[src/hw/rtl/wrm_pkg.sv]
// ----------------------------------------------------------------------------
// Welford running statistics package
// Shared widths, constants and port structures for the running mean and
// variance block.
// ----------------------------------------------------------------------------
package wrm_pkg;

	localparam int FEATURES  = 64;
	localparam int IDX_W     = $clog2(FEATURES);
	localparam int IN_IDX_W  = 6;
	localparam int SAMPLE_W  = 32;
	localparam int M2_W      = 64;
	localparam int COUNT_W   = 32;
	localparam int DIV_W     = 32;
	localparam int DIV_CNT_W = $clog2(DIV_W + 1);

	// 0.01 in Q32.32, rounded to nearest.
	localparam logic [M2_W-1:0] M2_SEED = 64'd42949673;

	localparam logic [M2_W-1:0] M2_MAX = {1'b0, {(M2_W-1){1'b1}}};
	localparam logic [M2_W-1:0] M2_MIN = {1'b1, {(M2_W-1){1'b0}}};

	typedef struct packed {
		logic                en;
		logic [IDX_W-1:0]    addr;
		logic [SAMPLE_W-1:0] mean;
		logic [M2_W-1:0]     m2;
	} wrm_wr_t;

	typedef struct packed {
		logic             en;
		logic [IDX_W-1:0] addr;
	} wrm_rd_t;

endpackage

[src/hw/rtl/wrm_divider.sv]
// ----------------------------------------------------------------------------
// Iterative unsigned divider
// Restoring radix-2 division, one quotient bit per cycle, with a single-cycle
// done pulse once the quotient is complete.
// ----------------------------------------------------------------------------
module wrm_divider (
	input  logic                      clk,
	input  logic                      arst_n,
	input  logic                      start,
	input  logic [wrm_pkg::DIV_W-1:0] dividend,
	input  logic [wrm_pkg::DIV_W-1:0] divisor,
	output logic                      done,
	output logic [wrm_pkg::DIV_W-1:0] quotient
);
	import wrm_pkg::*;

	logic [DIV_W-1:0]     rem_q;
	logic [DIV_W-1:0]     quo_q;
	logic [DIV_W-1:0]     dvs_q;
	logic [DIV_CNT_W-1:0] cnt_q;
	logic                 done_q;
	logic [DIV_W:0]       shifted;
	logic [DIV_W:0]       diff;
	logic                 fits;

	// The remainder stays below the divisor, so the shifted value fits DIV_W+1 bits.
	assign shifted = {rem_q, quo_q[DIV_W-1]};
	assign diff    = shifted - {1'b0, dvs_q};
	assign fits    = (shifted >= {1'b0, dvs_q});

	always_ff @(posedge clk or negedge arst_n) begin
		if (!arst_n) begin
			cnt_q  <= '0;
			done_q <= 1'b0;
			rem_q  <= '0;
			quo_q  <= '0;
			dvs_q  <= '0;
		end else begin
			done_q <= 1'b0;
			if (start) begin
				rem_q <= '0;
				quo_q <= dividend;
				dvs_q <= divisor;
				cnt_q <= DIV_CNT_W'(DIV_W);
			end else if (cnt_q != '0) begin
				rem_q <= fits ? diff[DIV_W-1:0] : shifted[DIV_W-1:0];
				quo_q <= {quo_q[DIV_W-2:0], fits};
				cnt_q <= cnt_q - 1'b1;
				if (cnt_q == DIV_CNT_W'(1)) begin
					done_q <= 1'b1;
				end
			end
		end
	end

	assign done     = done_q;
	assign quotient = quo_q;

endmodule

[config.mk]
export PLATFORM = sky130hd
export DESIGN_NAME = wrm_divider
export DESIGN_NICKNAME = d
export VERILOG_FILES = /design/src/hw/rtl/wrm_pkg.sv /design/src/hw/rtl/wrm_divider.sv
export SDC_FILE = /design/constraint.sdc
export NUM_CORES = 1
export LEC_CHECK = 0
export BUFFER_PORTS_ARGS = -buffer_cell sky130_fd_sc_hd__buf_2
export CAP_MARGIN = 20
export CORE_ASPECT_RATIO = 0.5
export CORE_MARGIN = 1.5
export CORE_UTILIZATION = 45
export DETAILED_ROUTE_END_ITERATION = 10
export PLACE_DENSITY = 0.71
export SYNTH_ARGS = -nofsm -noshare
export SYNTH_HDL_FRONTEND = slang
export SYNTH_SLANG_ARGS = --single-unit
[constraint.sdc]
create_clock -name clk -period 3.6 [get_ports clk]
set_clock_uncertainty 0.2 [all_clocks]
set_input_delay 0.9 -clock clk [delete_from_list [all_inputs] [get_ports clk]]
set_output_delay 0.9 -clock clk [all_outputs]
set_load 0.01 [all_outputs]
==> metrics.txt, run 1 <==
Sw Pwr 2.00 mW; Longest Clk Path Bufs 2; outcome finished, final reports clean; post-synthesis cell area 6390 um^2; FF+latch count, synth 103; Vias 5265; combinational share of power 47.9%; Seq pwr share 30.8%; CP Max Fanout 4; DR top layer met4; routed wl met2 6060 um; final worst-path cycle share 93.5%; Peak Freq 297 MHz; Hold Fails Final Rpt 0; Startpoint Class flop; starting density of the core 46.6%; Worst R2R Path Depth 12; R2R Setup Slk 0.23 ns; final worst slack 0.234 ns; Worst-path clk slew 0.07 ns; leading cell types in the layout, fill and taps excluded 103 x dfrtp_1, 97 x buf_2, 90 x nand2_1; number of filler cells placed in the layout 1264; die area 15000 um^2; M1 WL 7180 um; WL per Instance 14.3 um; Setup TNS 0 ns; Clock power frac 21.4%; unrepaired setup endpoints after global routing no; Mapped Cells 713; # IOs 100; core area 13700 um^2; crit path capture type flop; most common cell after layout, fill and taps aside dfrtp_1; post-cts sizing count 0; Least-Margin Pin Slew 0.667 ns; first-pass GRT wire length 24500 um; part of the Yosys area used for sequential elements 40.4%; worst vdd ir 0.000245 V; predominant post-synthesis flop cell dfrtp_1; Layout area overhead 15.5%; dominant cell type by area after synthesis dfrtp_1; top post-synthesis cells by area dfrtp_1 40%, mux2i_1 9.2%, ha_1 6.9%, o21ai_0 5.9%, nand2_1 5.3%; WS Path Type flop to flop; postcts setup bufs 0; Placer Congestion 0.868; ANT nets after route 0; Max Cap Viol 0; Setup WS pre-CTS 0.236 ns; # clock sinks 103; Hold Crit Depth 1; Synth Area per Inst 8.96 um^2; Total GRT Usage 20.2%; Unique masters post-synth 58; largest net degree at the start of global routing 61; remaining global-route overflow 0; hold endpoint cnt_q[5]; initial antenna violation count 0; std cell rows 30; PwrDens 691 nW/um^2; die height 87.2 um; Pleak 3.76 nW; Hold Startpoint cnt_q[5]; DIE WIDTH 171 um; r2r endpoint rem_q[26]; Power Internal 3.10 mW; CTS root buffer clkbuf_16; CTS tree done; drt pass-1 iters 5; IO Port Bufs 99; final net count 896; hpwl dp 10300 um; Syn. warnings 0; Post-synth EDFFs 0; diode count 0; post-synthesis async set-or-reset flop share 100%; metal3 WL 788 um; DRC violations left 0; Tmin final 3.37 ns; htree depth 3; syn_nets 816; vias in the first global route 5053; Slew HR 55.5%; required time of the worst setup path 3.66 ns; Sw Share 39.2%; cts hold-fix bufs 0; share of layout cells above drive strength 1 17.0%; HP Class flop to flop; worst skew pair latency 0.35 ns; crit path DAT 3.42 ns; DR vias/cell 5.32; Routed WL 14100 um; final setup fails 0; fin. max-slew vios 0; number of buffers created by CTS 9; 1st-iter DRT viols 305; RR Startpoint quotient[31]; Yosys top cell area share 40.4%
-- metal layers --
layer  track usage (%)  vias up
met4              4.63        0
met1              29.3     2451
met5                 0        -
met2              30.9      130
met3              4.50       10
li1                  -     2674
-- state kept, by name, summed over array words and instances (netlist names) --
name / flops
dvs_q: 32
quotient: 32
cnt_q: 6
done: 1
rem_q: 32
-- kinds of logic (layout without fill, tap and decap cells) --
group	count (synthesis)	in the layout	share of synthesized area, %
compound gates	193	193	18.8
xor+xnor	29	29	3.98
fa+ha+maj	36	36	7.17
buf+inv	86	171	5.84
flops	103	103	40.4
mux	60	60	9.42
simple gates	206	206	14.4
-- layout make-up --
type                       count  area [um^2]  share of cell area (%)
clock buffer                  11          243                    3.29
clock inverter                 5         88.8                    1.20
tap                          192          240                    3.26
inverter                      45          169                    2.29
sequential                   103         2580                    35.0
timing repair buffer         110          608                    8.25
multi-input combinational    524         3450                    46.8
-- power groups by stage --
stage	clock network [mW]	registers (mW)	logic (mW)
2_1_floorplan	0	1.58	1.93
3_3_place_gp	0	1.58	2.37
3_5_place_dp	0	1.58	2.42
4_1_cts	1.11	1.57	2.44
5_1_grt	1.17	1.60	2.73
6_report	1.09	1.57	2.44
-- how the worst max path moves through the flow --
stage	endpoint	slack (ns)	start	cells after the start
after global routing	rem_q[30]	0.05	quotient[31]	12
after floorplan	rem_q[25]	0.57	rem_q[9]	11
after global placement	rem_q[2]	0.41	rem_q[9]	11
final	rem_q[26]	0.23	quotient[31]	12
after detailed placement	rem_q[10]	0.24	dvs_q[1]	12
after CTS	rem_q[10]	0.25	dvs_q[1]	12
-- cell usage after synthesis (4+ instances only) --
| cell | count |
|---|---|
| a211oi_1 | 32 |
| a21boi_0 | 4 |
| a21o_1 | 6 |
| a21oi_1 | 37 |
| a31oi_1 | 8 |
| and3_1 | 9 |
| clkbuf_1 | 32 |
| dfrtp_1 | 103 |
| ha_1 | 35 |
| inv_1 | 45 |
| mux2i_1 | 59 |
| nand2_1 | 91 |
| nand2b_1 | 5 |
| nand3_1 | 11 |
| nand4_1 | 8 |
| nor2_1 | 55 |
| nor2b_1 | 4 |
| nor3_1 | 7 |
| o21ai_0 | 75 |
| xnor2_1 | 20 |
| xor2_1 | 9 |
-- metrics by stage --
| step | total power [mW] | cell area [um^2] | hold WS [ns] | utilization (%) | instances |
|---|---|---|---|---|---|
| 2_1_floorplan | 3.51 | 6390 | 0.275 | - | 713 |
| 3_3_place_gp | 3.95 | 7040 | 0.296 | 51.4 | 974 |
| 3_5_place_dp | 4.00 | 7040 | 0.302 | 51.4 | 974 |
| 4_1_cts | 5.11 | 7370 | 0.313 | 53.8 | 990 |
| 5_1_grt | 5.49 | 7370 | 0.351 | 53.8 | 990 |
| 6_report | 5.09 | 7370 | 0.319 | 53.8 | 990 |
-- worst max-delay path, stage by stage, from the launching register on --
cell and delay, ns:
dfrtp_1 0.39, inv_1 0.08, ha_1 0.19, fa_1 0.22, nor2b_1 0.08, o2111ai_1 0.24, a21oi_1 0.14, a311o_1 0.42
a21bo_2 0.27, a221oi_1 0.52, xnor2_1 0.18, mux2i_1 0.09, a211oi_1 0.25
Note: power is estimated with default switching activity, not from simulation.
==> inputs of run 2 (changes only) <==
- clock period: 3.6 -> 3.71 ns (I/O delays scaled with it)
==> metrics.txt, run 2 (same netlist as run 1, synthesis figures left out) <==
DR vias/cell 5.30; diode count 0; worst skew pair latency 0.35 ns; WL per Instance 14.1 um; routed wl met2 5900 um; DIE WIDTH 171 um; remaining global-route overflow 0; Sw Pwr 1.94 mW; die height 87.2 um; std cell rows 30; final worst-path cycle share 92.3%; CTS root buffer clkbuf_16; Setup TNS 0 ns; DR top layer met4; # clock sinks 103; Startpoint Class flop; drt pass-1 iters 4; Clock power frac 19.4%; hold endpoint cnt_q[5]; 1st-iter DRT viols 307; final setup fails 0; M1 WL 7150 um; Placer Congestion 0.890; multi-input logic area 3440 um^2; Sw Share 40.3%; number of filler cells placed in the layout 1301; ANT nets after route 0; Peak Freq 292 MHz; RR Startpoint rem_q[9]; Least-Margin Pin Slew 0.681 ns; leading cell types in the layout, fill and taps excluded 103 x dfrtp_1, 97 x buf_2, 90 x nand2_1; core area 13700 um^2; r2r endpoint rem_q[28]; hpwl dp 10300 um; DRC violations left 0; crit path capture type flop; WS Path Type flop to flop; final net count 895; vias in the first global route 4988; Power Internal 2.87 mW; # IOs 100; htree depth 3; Worst-path clk slew 0.08 ns; Max Cap Viol 0; Layout area overhead 14.9%; most common cell after layout, fill and taps aside dfrtp_1; IO Port Bufs 99; Hold Startpoint cnt_q[5]; CP Max Fanout 17; Pleak 3.75 nW; Slew HR 54.6%; fin. max-slew vios 0; die area 15000 um^2; HP Class flop to flop; crit path DAT 3.48 ns; share of layout cells above drive strength 1 16.9%; Hold Fails Final Rpt 0; cts hold-fix bufs 0; R2R Setup Slk 0.29 ns; CTS tree done; Longest Clk Path Bufs 2; Total GRT Usage 19.9%; PwrDens 655 nW/um^2; Vias 5238; unrepaired setup endpoints after global routing no; first-pass GRT wire length 23900 um; Worst R2R Path Depth 11; Routed WL 13900 um; required time of the worst setup path 3.76 ns; largest net degree at the start of global routing 58; outcome finished, final reports clean; starting density of the core 46.6%; Tmin final 3.42 ns; metal3 WL 839 um; post-cts sizing count 0; initial antenna violation count 0; number of buffers created by CTS 9; Seq pwr share 31.7%; combinational share of power 49.0%; final core occ 53.6%; postcts setup bufs 0; worst vdd ir 0.000228 V; Hold Crit Depth 1; Reg area 2580 um^2
==> run 2: critical path: stages, from the launching register on <==
cell and delay, ns:
dfrtp_1 0.41, ha_1 0.40, and3_1 0.28, nand3_1 0.10
a311o_1 0.18, nand3_2 0.14, a21o_4 0.24, a211o_2 0.34
a41o_1 0.33, buf_4 0.26, mux2i_1 0.16, a211oi_1 0.27
==> run 2: how the worst max path moves through the flow <==
stage | startpoint | to | slack [ns]
3_5_place_dp | rem_q[9] | rem_q[11] | 0.32
4_1_cts | rem_q[9] | rem_q[28] | 0.30
2_1_floorplan | rem_q[9] | rem_q[25] | 0.68
6_report | rem_q[9] | rem_q[28] | 0.29
3_3_place_gp | rem_q[9] | rem_q[2] | 0.41
5_1_grt | rem_q[16] | rem_q[28] | 0.03
==> run 2: layer usage <==
metal,global-route usage (%),vias to the layer above
met5,0,-
met4,4.39,0
met3,4.95,5
met2,30.5,142
met1,28.3,2424
li1,-,2667
==> run 2: area by class of cell <==
type,instances,share of cell area [%]
clock buffer,10,3.26
multi-input combinational,524,46.9
tap,192,3.27
clock inverter,6,0.733
timing repair buffer,109,8.36
sequential,103,35.1
inverter,45,2.30
==> run 2: power by group through the flow <==
stage	combinational (mW)	clock (mW)	sequential, mW
2_1_floorplan	1.87	0	1.53
3_3_place_gp	2.29	0	1.53
3_5_place_dp	2.34	0	1.54
4_1_cts	2.35	0.960	1.52
5_1_grt	2.62	1.01	1.55
6_report	2.35	0.931	1.52
==> run 2: stage by stage <==
| stage | instances | worst slack [ns] | power, mW | hold slack [ns] | area, um^2 |
|---|---|---|---|---|---|
| 4_1_cts | 989 | 0.296 | 4.83 | 0.315 | 7340 |
| 6_report | 989 | 0.285 | 4.81 | 0.314 | 7340 |
| 3_5_place_dp | 973 | 0.319 | 3.88 | 0.302 | 7040 |
| 2_1_floorplan | 713 | 0.680 | 3.40 | 0.275 | 6390 |
| 3_3_place_gp | 973 | 0.415 | 3.82 | 0.294 | 7040 |
| 5_1_grt | 989 | 0.0340 | 5.18 | 0.330 | 7340 |
